$ cat config.mk
export PLATFORM = sky130hd
export DESIGN_NAME = msud_queue
export DESIGN_NICKNAME = d
export VERILOG_FILES = /design/src/hw/rtl/msud_pkg.sv /design/src/hw/rtl/msud_queue.sv
export SDC_FILE = /design/constraint.sdc
export NUM_CORES = 1
export LEC_CHECK = 0
export BUFFER_PORTS_ARGS = -buffer_cell sky130_fd_sc_hd__buf_2
export CAP_MARGIN = 20
export CORE_MARGIN = 1.5
export CORE_UTILIZATION = 50
export CTS_CLUSTER_DIAMETER = 80
export DETAILED_ROUTE_END_ITERATION = 8
export GPL_TIMING_DRIVEN = 0
export PLACE_DENSITY = 0.77
export SYNTH_ARGS = -nofsm -noshare
export SYNTH_HDL_FRONTEND = slang
export SYNTH_SLANG_ARGS = --single-unit
$ cat constraint.sdc
create_clock -name clk -period 7.7 [get_ports clk]
set_input_delay 0.77 -clock clk [delete_from_list [all_inputs] [get_ports clk]]
set_output_delay 0.77 -clock clk [all_outputs]
set_load 0.05 [all_outputs]
$ cat src/hw/rtl/msud_pkg.sv
// ============================================================================
// msud_pkg - shared types and constants of the minimal-standard uniform draw
// Holds the generator constants, the channel payloads and the job record
// that travels from the front part through the queue to the back part.
// ============================================================================
package msud_pkg;

  localparam int SEED_W = 31;
  localparam int DATA_W = 32;
  localparam int MULT_W = 15;

  localparam logic [MULT_W-1:0] LCG_MULT         = 15'd16807;
  localparam logic [SEED_W-1:0] LCG_MOD          = 31'h7FFF_FFFF;
  localparam logic [SEED_W-1:0] START_SEED_RESET = 31'd123456789;

  // Default depth of the queue between the front and back parts (two or more).
  localparam int QUEUE_DEPTH_DEF = 2;

  localparam logic CMD_INT  = 1'b0;
  localparam logic CMD_FRAC = 1'b1;

  typedef struct packed {
    logic                     cmd;
    logic signed [DATA_W-1:0] low_bound;
    logic signed [DATA_W-1:0] high_bound;
  } in_item_t;

  typedef struct packed {
    logic signed [DATA_W-1:0] draw_value;
    logic [SEED_W-1:0]        seed_after;
    logic                     seed_error;
  } out_item_t;

  typedef logic [SEED_W-1:0] cfg_item_t;

  // One classified request: ordered bounds, span and the advanced seed.
  typedef struct packed {
    logic                     cmd;
    logic signed [DATA_W-1:0] lo;
    logic [DATA_W-1:0]        span;
    logic [SEED_W-1:0]        seed;
    logic                     err;
  } job_t;

  typedef struct packed {
    logic full;
    logic empty;
  } q_stat_t;

endpackage

$ cat src/hw/rtl/msud_queue.sv
// ============================================================================
// msud_queue - short job queue
// Register-based FIFO between the front and back parts.
// ============================================================================
module msud_queue import msud_pkg::*; #(
  parameter int DEPTH = QUEUE_DEPTH_DEF
) (
  input  logic    clk,
  input  logic    rst_n,
  input  logic    push_valid,
  input  job_t    push_data,
  output logic    push_ready,
  output logic    pop_valid,
  output job_t    pop_data,
  input  logic    pop_ready,
  output q_stat_t stat
);

  localparam int PTR_W = $clog2(DEPTH);
  localparam int CNT_W = $clog2(DEPTH + 1);
  localparam logic [PTR_W-1:0] LAST = PTR_W'(DEPTH - 1);

  job_t             mem_r [DEPTH];
  logic [PTR_W-1:0] wr_ptr_r, wr_ptr_nxt;
  logic [PTR_W-1:0] rd_ptr_r, rd_ptr_nxt;
  logic [CNT_W-1:0] cnt_r, cnt_nxt;
  logic             do_push, do_pop;

  assign stat.full  = (cnt_r == CNT_W'(DEPTH));
  assign stat.empty = (cnt_r == '0);
  assign push_ready = !stat.full;
  assign pop_valid  = !stat.empty;
  assign pop_data   = mem_r[rd_ptr_r];
  assign do_push    = push_valid && push_ready;
  assign do_pop     = pop_valid && pop_ready;

  always_comb begin
    wr_ptr_nxt = wr_ptr_r;
    rd_ptr_nxt = rd_ptr_r;
    cnt_nxt    = cnt_r;
    if (do_push) begin
      wr_ptr_nxt = (wr_ptr_r == LAST) ? '0 : wr_ptr_r + 1'b1;
    end
    if (do_pop) begin
      rd_ptr_nxt = (rd_ptr_r == LAST) ? '0 : rd_ptr_r + 1'b1;
    end
    if (do_push && !do_pop) begin
      cnt_nxt = cnt_r + 1'b1;
    end else if (do_pop && !do_push) begin
      cnt_nxt = cnt_r - 1'b1;
    end
  end

  always_ff @(posedge clk) begin
    if (!rst_n) begin
      wr_ptr_r <= '0;
      rd_ptr_r <= '0;
      cnt_r    <= '0;
    end else begin
      wr_ptr_r <= wr_ptr_nxt;
      rd_ptr_r <= rd_ptr_nxt;
      cnt_r    <= cnt_nxt;
    end
  end

  always_ff @(posedge clk) begin
    if (do_push) begin
      mem_r[wr_ptr_r] <= push_data;
    end
  end

endmodule

# Word-level counts from Yosys, hierarchy flattened
# Memory sizes are Yosys's and may differ from the RTL's. A register that Yosys moved wholly into a read port is not among the register bits.
# Index checks and enable logic that the tools add are counted.
# op_classes
add_sub_neg	4
eq_ne	1
mux	8
n_reduce_logical	10
# op_table
operator	n
2-to-1 mux 1 bit	6
logical AND 1 bit	4
logical NOT 1 bit	4
2-to-1 mux 2 bit	2
adder 1 bit (second input constant)	2
adder 2 x 1 -> 2 bit (second input constant)	1
equality test 2 bit (second input constant)	1
logical NOT 2 bit	1
nonzero test 2 bit	1
subtractor 2 x 1 -> 2 bit (second input constant)	1
# word_totals
register_bits	4
ramBits	194
input_bits	101
output_inout_bits	101
memories	1
# memory_table
memory	words	word_bits	rd	rd_clocked_by_memory_dff	wr	line	text
mem_r	2	97	1	1	1	msud_queue.sv:23	job_t mem_r [DEPTH];

# Longest topological paths before layout
# depth
depth_word	7
depth_mapped	7

# Worst setup path before layout
# OpenSTA, ideal clock, no wires.
# synth_timing
kind	flip-flop to flip-flop
startpoint	register cnt_r[0]
endpoint	memory mem_r[0][0] in the netlist's numbering (enable)
setup_ns	0.537
t_arrival_ns	4.701
slack_ns	2.462
stages_incl_launch_ff	4
path_buffers	0
period_less_slack_ns	5.238
path_cell_list	dfxtp_1 nand2b_2 inv_2 nor3_2
# synth_via
elab_chain_len	5
# synth_lines
element	line	text
start: declaration	msud_queue.sv:26	logic [CNT_W-1:0] cnt_r, cnt_nxt;
start signal: assignment	msud_queue.sv:62	cnt_r <= cnt_nxt;
equality test 2 bit	msud_queue.sv:29	assign stat.full = (cnt_r == CNT_W'(DEPTH));
logical NOT 1 bit	msud_queue.sv:31	assign push_ready = !stat.full;
named net push_ready	msud_queue.sv:12	output logic push_ready,
logical AND 1 bit	msud_queue.sv:34	assign do_push = push_valid && push_ready;
2-to-1 mux 1 bit	msud_queue.sv:67	if (do_push) begin
2-to-1 mux 1 bit (implied by the code)	msud_queue.sv:68	mem_r[wr_ptr_r] <= push_data;
end: declaration	msud_queue.sv:23	
# The timed path passes the listed nets, and every way through them passes these cells.

==> results.yml <==
synthesis:
  yosys_warnings: 0
  synth_top_area_cell: "edfxtp_1"
  ys_ff_latch: 199
  avgSynthCellArea_um2: 22.4
  syn_area_um2: 7360
  synthTopCellsByArea: "edfxtp_1, mux2_2, mux2_4, dfxtp_1, buf_6"
  ys_seq_area_share_pct: 80.5
  yosys.area.top_type_share_pct: 79.2
  syn_inst: 328
  syn_nets: 430
  synth_cell_types: 23
floorplanning:
  ios: 202
  dieArea_um2: 15500
  start_util_pct: 50.8
  die_w_um: 124
  row_count: 44
  chipHeight_um: 124
  coreArea_um2: 14500
run:
  drv_cap: 0
final_layout:
  final_core_util_pct: 64.5
  final_cell_mix: "buf_2, edfxtp_1, mux2_2"
  final_cells: 751
  layout.cells.most_common: "buf_2"
  final_area_um2: 9340
  fillCellCount: 1038
  drive_above_1_share_pct: 61.4
  antenna_cells: 0
  area_growth_pct: 26.8
  num-nets-final: 656
detailed_routing:
  num_vias: 3792
  dr_wl_met2_um: 6420
  highest_layer: "met4"
  final_antenna_net_count: 0
  remaining_drc_errors: 0
  viasPerCell: 5.05
  wl_per_cell_um: 17.1
  routed_wl_um: 12800
  met3WireLength_um: 951
  drt-met1-wl_um: 5220
  drtIter0Drc: 173
  first_pass_iters: 4
sta:
  tightest_slew_ps: 809
  skew_ps: 8.38
  relSlewSlack_pct: 45.9
  worst_hold_slack_ps: 529
  grt_setup_unrepaired: "false"
  tns_ps: 0
  final-hold-violation-count: 0
  fmax_ghz: 0.391
  period_share_pct: 33.2
  slew_viol_final: 0
  period_minus_slack_ps: 2560
  setup_viol: 0
global_routing:
  grt_first_pass_wirelength_um: 19900
  grt_pass1_vias: 4036
  grt_max_degree: 54
  antenna_found_initial: 0
  grt_util_all_layers_pct: 16.8
  overflow: 0
critical_path:
  start_kind: "flop"
  cp.required_ps: 6930
  end_kind: "output pin"
  crit_type: "flop to output pin"
  critPathArrivalTime_ps: 1790
  cp_max_fo: 10
  ff2ff_setup_slack_ps: 5490
hold_path:
  hold_class: "input pin to flop"
cts:
  clock_sinks: 199
  cts_buffer_depth: 2
  cts_tree: "built"
  cts_made_buffers: 17
  clk_pin_slew_ps: 70
  cts.htree.levels: 4
  insertion_delay_ps: 430
  postCtsSetupBuffers: 0
  cts_resized: 0
  ctsHoldBuffers: 0
  cts_root_buffer: "clkbuf_16"
placement:
  placed_area_um2: 8770
  placed_cells: 719
  io_buffers: 201
  place_congestion: 0.691
  dp_hpwl_um: 8840
power_and_ir_drop:
  ir_worst_vdd_v: 0.000294
  leakagePower_nw: 3.58
  p_per_area_nw_per_um2: 387
outcome:
  status: "completed"
-- registers in the layout (all words and copies together), names as in the netlist, named ones only --
signal / count
cnt_r: 2
mem_r: 194
rd_ptr_r: 1
wr_ptr_r: 1
-- critical path, cell delays in order (launching register included) --
cell and delay [ps]:
dfxtp_1 330, buf_6 130, buf_6 170, buf_6 200, mux2_4 310, buf_2 210
-- synth_stat cells --
cell type  count
edfxtp_1     194
mux2_2        67
mux2_4        30
buf_2          6
buf_6          5
dfxtp_1        5
and2_1         3
inv_1          2
xnor2_1        2
a21boi_0       1
a21boi_1       1
and3_1         1
ha_1           1
inv_2          1
nand2b_2       1
nor2_1         1
nor3_2         1
o21a_1         1
o21ai_0        1
o21ai_1        1
or2_2          1
or3_1          1
xor2_1         1
-- report_power, final --
group	switching, mW	total [mW]	internal [mW]
registers	0.0365	1.40	1.36
clock network	0.363	0.841	0.478
logic	0.952	1.38	0.426
-- routing by layer --
| metal | vias to the layer above | GRT usage, % |
|---|---|---|
| met1 | 1871 | 19.2 |
| met5 | - | 0 |
| met4 | 0 | 7.57 |
| li1 | 1754 | - |
| met2 | 151 | 28.5 |
| met3 | 16 | 6.01 |
-- cell type report --
cell class,count,area (µm²),share of cell area [%]
buffer,11,86.3,0.925
timing repair buffer,207,1170,12.5
multi-input combinational,115,1350,14.4
sequential,199,5930,63.5
inverter,3,11.3,0.121
tap,184,230,2.47
clock buffer,20,437,4.68
clock inverter,12,126,1.35
-- final timing paths --
path	start	cells past startpoint	end
setup / recovery	flop	5	pop_data[47]
hold / removal	push_data[32]	1	mem_r[0][32]$_DFFE_PP_
setup reg to reg	cnt_r[0]$_SDFFE_PN0P_	6	mem_r[0][59]$_DFFE_PP_
hold reg to reg	cnt_r[1]$_SDFFE_PN0P_	2	cnt_r[1]$_SDFFE_PN0P_
-- cells by family (layout without fill, tap and decap cells) --
kind of cell    Yosys count  in the layout  synth area share, %
compound gates            5              5                0.442
xor+xnor                  3              3                0.357
fa+ha+maj                 1              1                0.170
simple gates              9              9                0.816
mux                      97             97                 16.4
flops                   199            199                 80.5
buf+inv                  14            253                 1.33
-- through the flow --
step                      setup WS [ps]  power [mW]
after floorplan                    2460        2.49
after global placement              678        2.76
after detailed placement           5130        2.81
after CTS                          5090        3.65
after global routing               5060        3.75
final                              5140        3.61
No activity file was read; power rests on OpenSTA's default activity.
