$ cat src/hw/rtl/msud_pkg.sv
// ============================================================================
// msud_pkg - shared types and constants of the minimal-standard uniform draw
// Holds the generator constants, the channel payloads and the job record
// that travels from the front part through the queue to the back part.
// ============================================================================
package msud_pkg;

  localparam int SEED_W = 31;
  localparam int DATA_W = 32;
  localparam int MULT_W = 15;

  localparam logic [MULT_W-1:0] LCG_MULT         = 15'd16807;
  localparam logic [SEED_W-1:0] LCG_MOD          = 31'h7FFF_FFFF;
  localparam logic [SEED_W-1:0] START_SEED_RESET = 31'd123456789;

  // Default depth of the queue between the front and back parts (two or more).
  localparam int QUEUE_DEPTH_DEF = 2;

  localparam logic CMD_INT  = 1'b0;
  localparam logic CMD_FRAC = 1'b1;

  typedef struct packed {
    logic                     cmd;
    logic signed [DATA_W-1:0] low_bound;
    logic signed [DATA_W-1:0] high_bound;
  } in_item_t;

  typedef struct packed {
    logic signed [DATA_W-1:0] draw_value;
    logic [SEED_W-1:0]        seed_after;
    logic                     seed_error;
  } out_item_t;

  typedef logic [SEED_W-1:0] cfg_item_t;

  // One classified request: ordered bounds, span and the advanced seed.
  typedef struct packed {
    logic                     cmd;
    logic signed [DATA_W-1:0] lo;
    logic [DATA_W-1:0]        span;
    logic [SEED_W-1:0]        seed;
    logic                     err;
  } job_t;

  typedef struct packed {
    logic full;
    logic empty;
  } q_stat_t;

endpackage

$ cat src/hw/rtl/msud_stream_if.sv
// ============================================================================
// msud_stream_if - valid/ready channel
// Carries one payload of type T per transfer; used for all three channels.
// ============================================================================
interface msud_stream_if #(
  parameter type T = logic
) ();
  logic valid;
  logic ready;
  T     payload;

  modport source (output valid, output payload, input ready);
  modport sink   (input valid, input payload, output ready);
endinterface

$ cat src/hw/rtl/msud_back.sv
// ============================================================================
// msud_back - range mapping and result register
// Multiplies seed by span, then rounds or truncates onto the range.
// ============================================================================
module msud_back import msud_pkg::*; (
  input  logic         clk,
  input  logic         rst_n,
  input  logic         pop_valid,
  input  job_t         pop_data,
  output logic         pop_ready,
  msud_stream_if.source out_ch
);

  localparam int PROD_W = SEED_W + DATA_W;
  localparam int BASE_W = DATA_W + 2;

  typedef enum logic [2:0] {
    ST_IDLE = 3'b001,
    ST_MUL  = 3'b010,
    ST_FIN  = 3'b100
  } state_t;

  state_t            state_r, state_nxt;
  job_t              job_r;
  logic [PROD_W-1:0] prod_r;
  out_item_t         out_r, result;
  logic              out_valid_r, out_valid_nxt;
  logic              load_out;

  logic [PROD_W-1:0]        x;
  logic [DATA_W-1:0]        q;
  logic signed [BASE_W-1:0] lo_ext, base, adj;

  assign out_ch.valid   = out_valid_r;
  assign out_ch.payload = out_r;
  assign pop_ready      = (state_r == ST_IDLE);
  assign load_out       = (state_r == ST_FIN) && (!out_valid_r || out_ch.ready);

  // The integer draw uses seed*(span+1); the fraction draw seed*span.
  // In the integer draw, an exact step (fraction bits zero) at or below zero
  // is taken one lower, then clamped back to the low bound.
  always_comb begin
    x      = prod_r + ((job_r.cmd == CMD_INT) ? PROD_W'(job_r.seed) : '0);
    q      = x[PROD_W-1:SEED_W];
    lo_ext = $signed({{2{job_r.lo[DATA_W-1]}}, job_r.lo});
    base   = lo_ext + $signed({2'b00, q});
    adj    = base;
    if ((x[SEED_W-1:0] == '0) && (base <= 0)) begin
      adj = base - 1;
    end
    if (adj < lo_ext) begin
      adj = lo_ext;
    end
    result.seed_after = job_r.seed;
    result.seed_error = job_r.err;
    if (job_r.err) begin
      result.draw_value = '0;
    end else if (job_r.cmd == CMD_INT) begin
      result.draw_value = adj[DATA_W-1:0];
    end else begin
      result.draw_value = base[DATA_W-1:0];
    end
  end

  always_comb begin
    state_nxt     = state_r;
    out_valid_nxt = out_valid_r;
    if (out_ch.ready) begin
      out_valid_nxt = 1'b0;
    end
    unique case (state_r)
      ST_IDLE: begin
        if (pop_valid) begin
          state_nxt = ST_MUL;
        end
      end
      ST_MUL: begin
        state_nxt = ST_FIN;
      end
      ST_FIN: begin
        if (load_out) begin
          state_nxt     = ST_IDLE;
          out_valid_nxt = 1'b1;
        end
      end
      default: begin
        state_nxt = ST_IDLE;
      end
    endcase
  end

  always_ff @(posedge clk) begin
    if (!rst_n) begin
      state_r     <= ST_IDLE;
      out_valid_r <= 1'b0;
    end else begin
      state_r     <= state_nxt;
      out_valid_r <= out_valid_nxt;
    end
  end

  always_ff @(posedge clk) begin
    if (pop_valid && pop_ready) begin
      job_r <= pop_data;
    end
    if (state_r == ST_MUL) begin
      prod_r <= PROD_W'(job_r.seed) * PROD_W'(job_r.span);
    end
    if (load_out) begin
      out_r <= result;
    end
  end

endmodule
$ cat src/flat_wrapper.sv
// flat-port wrapper written by rule: the top's interface ports become plain ports
module msud_back_flat import msud_pkg::*;
  (clk, rst_n, pop_valid, pop_data, pop_ready, out_ch_valid, out_ch_payload, out_ch_ready);
  msud_stream_if out_ch_i ();
  input  logic clk;
  input  logic rst_n;
  input  logic pop_valid;
  input  job_t pop_data;
  output logic pop_ready;
  output wire logic [$bits(out_ch_i.valid)-1:0] out_ch_valid;
  output wire logic [$bits(out_ch_i.payload)-1:0] out_ch_payload;
  input wire logic [$bits(out_ch_i.ready)-1:0] out_ch_ready;
  assign out_ch_valid = out_ch_i.valid;
  assign out_ch_payload = out_ch_i.payload;
  assign out_ch_i.ready = out_ch_ready;
  msud_back u_core (.clk(clk), .rst_n(rst_n), .pop_valid(pop_valid), .pop_data(pop_data), .pop_ready(pop_ready), .out_ch(out_ch_i));
endmodule
$ cat config.mk
export PLATFORM = sky130hd
export DESIGN_NAME = msud_back_flat
export DESIGN_NICKNAME = d
export VERILOG_FILES = /design/src/hw/rtl/msud_pkg.sv /design/src/hw/rtl/msud_stream_if.sv /design/src/hw/rtl/msud_back.sv /design/src/flat_wrapper.sv
export SDC_FILE = /design/constraint.sdc
export NUM_CORES = 1
export LEC_CHECK = 0
export BUFFER_PORTS_ARGS = -buffer_cell sky130_fd_sc_hd__buf_4
export CORE_AREA = 2 2 44 46
export DETAILED_ROUTE_END_ITERATION = 8
export DIE_AREA = 0 0 46 48
export PLACE_DENSITY_LB_ADDON = 0.3
export SKIP_LAST_GASP = 1
export SLEW_MARGIN = 10
export SYNTH_ARGS = -nofsm -noshare
export SYNTH_HDL_FRONTEND = slang
export SYNTH_SLANG_ARGS = --single-unit
$ cat constraint.sdc
create_clock -name clk -period 1.56 [get_ports clk]
set_input_delay 0.078 -clock clk [delete_from_list [all_inputs] [get_ports clk]]
set_output_delay 0.078 -clock clk [all_outputs]
set_load 0.05 [all_outputs]
# == After elaboration in Yosys (flattened, before gate mapping) ==
# Cells that the tools add are included.
# word_totals
ff_bits,6
inputBits,101
output_inout_bits,3
# classes
n_mux,6
n_reduce_logical,5
eq_ne,5
# ops
operator,count
3-bit case mux with 3 select lines,1
3-bit two-way mux,2
"3-bit by 1-bit == test with 1-bit output, second input constant",1
"3-bit by 2-bit == test with 1-bit output, second input constant",1
"3-bit == test, second input constant",1
1-bit two-way mux,3
1-bit logical AND,2
"2-bit by 1-bit inequality test with 1-bit output, second input constant",1
"2-bit inequality test, second input constant",1
2-bit AND reduction,1
1-bit logical NOT,1
1-bit logical OR,1

# == Logic depth before layout (Yosys ltp) ==
# logic_depth
depth_word,5
mapped_depth,3
mapped_depth_nobuf,3

# == Worst setup path before layout ==
# No wires, ideal clock.
# synth_timing
kind,register to output
start,register u_core.state_r[0]
end,output pop_ready
stages_incl_launch_ff,3
path_buffers,0
t_required_ns,1.482
path_slack_ns,-0.056
t_arrival_ns,1.538
cell_sequence,dfxtp_1 -> inv_1 -> nor3_1
# synth_between
elab_chain_cells,1
# synth_rtl
item,line_no,rtl
start: declaration,msud_back.sv:23,"state_t state_r, state_nxt;"
start signal: assignment,msud_back.sv:97,state_r <= state_nxt;
3-bit by 1-bit == test with 1-bit output,msud_back.sv:36,assign pop_ready = (state_r == ST_IDLE);
end: declaration,flat_wrapper.sv:9,output logic pop_ready;
# No other way between the ends.

# == Final worst setup path ==
# Ends and elaborated chain as after synthesis.

==> metrics.txt <==
layout cell share with drive strength beyond 1=36.36%; most frequent cells in the layout=7 x buf_4, 4 x dfxtp_1, 3 x clkbuf_4; Worst Path Buf+Inv=2; routability cong.=0.7436; Arrival @ worst endpoint=1.16 ns; Synth top area share=32.65%; GR Util met2=6.389%; min cycle time layout=1.238 ns; Total Routing Usage GR=5.846%; post-synthesis register bit count=6; CTS Buffer Depth=2; CTS tree=done; simple-gate area share of the yosys netlist=31.12%; area delta synth->final=46.94%; static leakage=0.0001476 µW; met3 Use GR=6.038%; post-synthesis sequential area ratio=57.14%; WL per Instance=10.26 µm; Num CTS Buffers=3; post-synthesis xor/xnor area fraction=0%; hold path cells=2; post-synth top area cell=dfxtp_1; setup TNS=0 ns; vias in the first global route=195; fillers=193; CP Data Required Time=1.48 ns; CP max stage delay=0.42 ns; initial DRC count=0; Die W=46 µm; synth warn=0; Worst setup SP type=register; largest family of logic cells by synthesized area=simple AND/OR/NAND/NOR gates; CP delay by family, top=flip-flops; Post-Route Skew=0.003131 ns; final slew viol count=0; slew at the pin closest to its max-slew limit=0.3247 ns; post-route antenna net violation count=0; clk_lat worst skew=0.25 ns; final core occ=21.33%; Core Region=1689 µm²; Cell Area, Synth=245.2 µm²; endpoints failing setup=0; Max Cap Viol=0; Max Clk Rate=0.8077 GHz; first-pass GRT wire length=828 µm; Peak VDD IR=0.0003559 V; antenna cells=0; PostCTS Resize Cnt=0; worst setup path class=register to primary output; final WL=513 µm; Worst-path clk slew=0.05 ns; drt drc=0; reg2reg path depth=2; status=finished, final reports clean; Hold Path Class=input port to register; largest net degree at the start of global routing=8; Post-CTS Hold Fix Bufs=1; Die H=48 µm; pwr/cell area=1071 nW/µm²; Syn Nets=122; Setup Buffers After CTS=0; post-DP HPWL=363.4 µm; critical path, cell by cell=inv_1 > nor3_2 > buf_4; post-synthesis mux area share=0%; Initial Util=14.52%; Setup crit end kind=primary output; Area contributors post-synth=dfxtp_1 33%, edfxtp_1 24%, and4bb_4 6.6%; synth unique cells=14; Synth Area in Compound Gates=8.673%; initial antenna violation count=0; Mapped Avg Cell Area=11.68 µm²; I/O Pins=104; CP Depth=3; fin crit share=79.37%; CTS Root Cell=clkbuf_4; Worst Path Max Fanout=6; area of the die=2208 µm²; router iterations before antenna repair=1; busiest layer in global routing=met1; final hold violations=0; I/O Buffers=7; slowest library cell on the worst path=dfxtp_1; adder-cell area share of the yosys netlist=0%; GRT overflow=0; most common cell after layout, fill and taps aside=buf_4; Clock Sinks=6; Nets=135; Rel. slew slack=78.16%; GR Util met1=7.449%; H-tree depth=1; DR vias=189; vias per inst=3.780; RSZ-0062 raised after global routing=no; row count=15; Syn Inst Count=21
worst paths after layout:
check	startpoint	to	slack [ns]
setup / recovery	u_core.state_r[0]$_SDFFE_PN1P_	pop_ready	0.32
hold reg to reg	u_core.job_r[0]$_DFFE_PP_	u_core.out_ch.payload$_DFFE_PP_	0.42
hold / removal	rst_n	u_core.state_r[0]$_SDFFE_PN1P_	0.01
setup reg to reg	u_core.state_r[2]$_SDFFE_PN0P_	u_core.out_ch.payload$_DFFE_PP_	0.43
through the flow:
stage | power, µW | area [µm²] | std cells | hold WS [ns] | setup slack [ns]
after global routing | 404.2 | 360.3 | 50 | 0.005992 | 0.2405
after CTS | 394.0 | 360.3 | 50 | 0.00004283 | 0.3102
after floorplan | 204.6 | 250.2 | 21 | 0.1399 | 0.3567
after global placement | 222.7 | 324.1 | 45 | 0.2643 | 0.4226
final | 385.9 | 360.3 | 50 | 0.01196 | 0.3219
after detailed placement | 222.3 | 324.1 | 45 | 0.2669 | 0.4239
routing by layer:
layer | share of wire (%) | vias up
met1 | 56 | 77
met5 | 0 | -
met3 | 11 | 0
li1 | - | 101
met2 | 33 | 11
met4 | 0 | 0
worst reg2reg max path, stage by stage, from the launching register on:
cell and delay, ns:
dfxtp_1 0.40, inv_1 0.09, nor4_1 0.31
area by class of cell:
class	instances	area [µm²]	share of cell area, %
Sequential cell	6	140.1	38.89
Multi-Input combinational cell	13	102.6	28.47
Timing Repair Buffer	8	62.56	17.36
Clock buffer	4	26.28	7.292
Tap cell	17	21.27	5.903
Inverter	2	7.507	2.083
Yosys cell counts, drive strengths merged:
| cell type | n |
|---|---|
| nand2 | 1 |
| and2 | 1 |
| nor3 | 2 |
| nor3b | 2 |
| nor2b | 1 |
| and4bb | 2 |
| o21a | 1 |
| a21oi | 1 |
| inv | 2 |
| dfxtp | 4 |
| nor4 | 1 |
| edfxtp | 2 |
| a211o | 1 |
flip-flops by register name, indices dropped and copies added, names as in the netlist:
register               flops
u_core.out_ch.payload      1
u_core.state_r             3
u_core.job_r               1
u_core.out_ch.valid        1
where the power goes:
group	switching (µW)	internal (µW)	leakage (µW)
clock	67.5	97.6	0.0000150
combinational	22.0	23.6	0.0000814
sequential	7.19	168	0.0000512
total	96.6	289	0.000148
kinds of logic (layout without fill, tap and decap cells):
family / after synthesis / after routing
AO/OA/AOI/OAI: 3 / 3
buffers and inverters: 2 / 14
flip-flops: 6 / 6
AND/OR/NAND/NOR: 10 / 10
Power figures use the tool's default switching activity.
